==> src/sv/lpfp_pred_unit.sv <==
`timescale 1ns / 1ps
// Predecessor rows in registers and the shared compare that checks one landmark per cycle.
module lpfp_pred_unit #(
    parameter int NL  = 32,
    parameter int LMW = 5
) (
    input  logic           i_clk,
    input  logic           i_rst_n,
    input  logic           i_we,
    input  logic [LMW-1:0] i_widx,
    input  logic [NL-1:0]  i_wrow,
    input  logic [LMW-1:0] i_idx,
    input  logic [NL-1:0]  i_past,
    output logic           o_unready
);

    logic [NL-1:0] r_pred [NL];

    // Row storage; reset empties every row.
    always_ff @(posedge i_clk) begin
        if (!i_rst_n) begin
            for (int i = 0; i < NL; i++) begin
                r_pred[i] <= '0;
            end
        end else if (i_we) begin
            r_pred[i_widx] <= i_wrow;
        end
    end

    // A landmark is unready when one of its predecessors is not yet past.
    assign o_unready = |(r_pred[i_idx] & ~i_past);

endmodule

==> config.mk <==
export PLATFORM = sky130hd
export DESIGN_NAME = lpfp_pred_unit
export DESIGN_NICKNAME = d
export VERILOG_FILES = /design/src/sv/lpfp_pred_unit.sv
export SDC_FILE = /design/constraint.sdc
export NUM_CORES = 1
export LEC_CHECK = 0
export CORE_UTILIZATION = 55
export DETAILED_ROUTE_END_ITERATION = 6
export DONT_BUFFER_PORTS = 1
export PLACE_DENSITY = 0.7
export SYNTH_ARGS = -nofsm -noshare
export SYNTH_HDL_FRONTEND = slang
export SYNTH_SLANG_ARGS = --single-unit
==> constraint.sdc <==
create_clock -name i_clk -period 5.9 [get_ports i_clk]
set_input_delay 0.59 -clock i_clk [delete_from_list [all_inputs] [get_ports i_clk]]
set_output_delay 0.59 -clock i_clk [all_outputs]
set_load 0.01 [all_outputs]
==> metrics <==
DIE HEIGHT 293 um; Final Critical Period 4360 ps; fin crit share 0.739; total CTS buffers 104; DR DRC count 0; WL/cell 32.7 um; Biggest register r_pred; Cell Area, Synth 0.0466 sq mm; Ys Warns 0; Final ANT Viol Nets 0; PwrDens 309 mW/mm^2; final setup violation count 0; Min-Delay Path Class in -> reg; Post-synth EDFFs 1024; CP max stage cell mux4_2; CTS sink count 1024; pin count of the biggest net entering global routing 243; initial cell density of the core 0.556; drt via density 6.50; CTS tree yes; Worst-path clk slew 60 ps; drt total wl 132000 um; Final Max Slew Viols 0; Iter 0 DRT Violations 3703; HPWL after DPL 68700 um; via count 26.3k; hold buffer count at CTS 0; cell total after placement 3848; Synth cell types 45; Worst Hold Launch i_wrow[18]; crit-path cells mux4_2, mux4_2, a222oi_1, nand3_1, o21ai_1, nand3_1; setup TNS 0 ps; area share of the largest cell type after synthesis 0.661; RSZ-0062 raised after global routing no; FF/Latch Area 0.0307 sq mm; total gr overflow 0; FMAX 229 MHz; share of cells above drive strength 1 0.190; Max Cap Viol 0; most frequent cells in the layout and2_1 (1025), edfxtp_1 (1024), mux4_2 (264); top post-synthesis cells by area edfxtp_1 (66%), and2_1 (14%), mux4_2 (13%), clkbuf_1 (1.8%), mux2i_1 (0.73%); Max Buffers Root-to-Sink 3; IR drop worst, VDD 0.258 mV; Std-Cell Rows 106; hold endpoint r_pred[15][18]; Post-Synthesis Mean Instance Area 15.9 sq um; max FFs per register 1024; chip width 293 um; number of global-route vias before repair 26.4k; Area growth, synth to finish 9.34%; initial antenna violation count 17; WHS Path Cells 1; H-tree depth 3; outcome completed; Yosys reg bits 1024; Req. time, crit path 5310 ps; Slew headroom 0.203; IO Pins 78; Max stage delay on crit path 730 ps; Async SR Flop Fraction 0; commonest non-fill, non-tap cell in the layout and2_1; GRT Util Overall 0.311; final hold violation count 0; Syn Inst Count 2930; sequential fraction of the synthesis area 0.661; area leader, netlist edfxtp_1; critical path class in -> out; area taken by multi-input logic gates 0.0149 sq mm; nets 2897; Worst-Margin Slew 1160 ps; post-synthesis net count 3007; Fillers 6062; CTS root buffer clkbuf_16; post-CTS setup buffers 0; crit-path max FO 207; Worst Path Arrival 3770 ps; TritonRoute pass-1 iters 5; ys flop type edfxtp_1; post-route insts no fill 4047; Routability Congestion 0.836; crit end category output pin; first-pass GRT wire length 187000 um; I/O Buffers 0; core area 0.0837 sq mm; crit start category input port; die area 0.0858 sq mm; Static Leak 17.2 nW; cts repair resizes 0; Largest regs r_pred x1024
[layout make-up]
type,count,area share
Sequential cell,1024,0.604
Multi-Input combinational cell,1610,0.294
Clock buffer,131,0.0552
Tap cell,1134,0.0279
Timing Repair Buffer,72,0.0106
Clock inverter,57,0.00747
Inverter,8,0.000590
Antenna cell,11,0.000541
[critical path: cells and delay by family]
kind | cells | cell delay [ps]
and+or+nand+nor | 2 | 710
AOI/OAI and AO/OA | 2 | 870
muxes | 2 | 1220
[worst max path at each step]
| stage | start | to | slack [ps] | cells after the start |
|---|---|---|---|---|
| 6_report | i_idx[0] | o_unready | 1540 | 6 |
| 3_5_place_dp | i_idx[1] | o_unready | 2200 | 7 |
| 3_3_place_gp | i_idx[1] | o_unready | 2150 | 7 |
| 5_1_grt | r_pred[11][27] | o_unready | 1600 | 7 |
| 2_1_floorplan | i_widx[0] | r_pred[24][0] | 1830 | 4 |
| 4_1_cts | r_pred[28][27] | o_unready | 1800 | 6 |
[Yosys cell counts (all sizes together) (6+ instances only)]
library cell	count
inv	8
nor2b	10
a21oi	7
mux2	7
nand3	15
nor2	50
o21ai	37
a22oi	39
nand2	21
o22ai	12
a31oi	8
mux4	267
a211oi	21
and2	1025
buf	65
mux2i	34
edfxtp	1024
clkbuf	223
nor3	6
[per-stage QoR]
stage,area (sq um),power [mW],util,worst slack [ps],hold WS [ps]
6_report,50900,15.7,0.608,1540,105
5_1_grt,50900,16.1,0.608,1600,103
4_1_cts,50900,15.7,0.608,1800,89.2
3_5_place_dp,47700,9.57,0.570,2200,793
3_3_place_gp,47700,9.54,0.570,2150,791
2_1_floorplan,46600,9.36,-,1830,788
[per-layer routing]
layer,up-vias,track usage,part of all wire
met5,-,0,0.00028
met4,6,0.135,0.040
met3,317,0.0683,0.11
met2,1700,0.518,0.50
met1,13636,0.395,0.35
li1,10641,-,-
[power breakdown]
group | internal, mW | leakage, nW | switching, mW | total, mW
logic | 0.419 | 5.91 | 0.529 | 0.948
registers | 8.39 | 9.74 | 0.103 | 8.49
clock network | 3.56 | 1.56 | 2.74 | 6.30
[cell families (layout without fill, tap and decap cells)]
group / Yosys count / count (layout) / synth area share
multiplexers: 308 / 308 / 0.138
AND/OR/NAND/NOR: 1155 / 1155 / 0.151
other: 0 / 11 / 0
flip-flops: 1024 / 1024 / 0.661
buffers and inverters: 296 / 268 / 0.0282
AO/OA/AOI/OAI: 147 / 147 / 0.0214
Power figures use the tool's default switching activity.
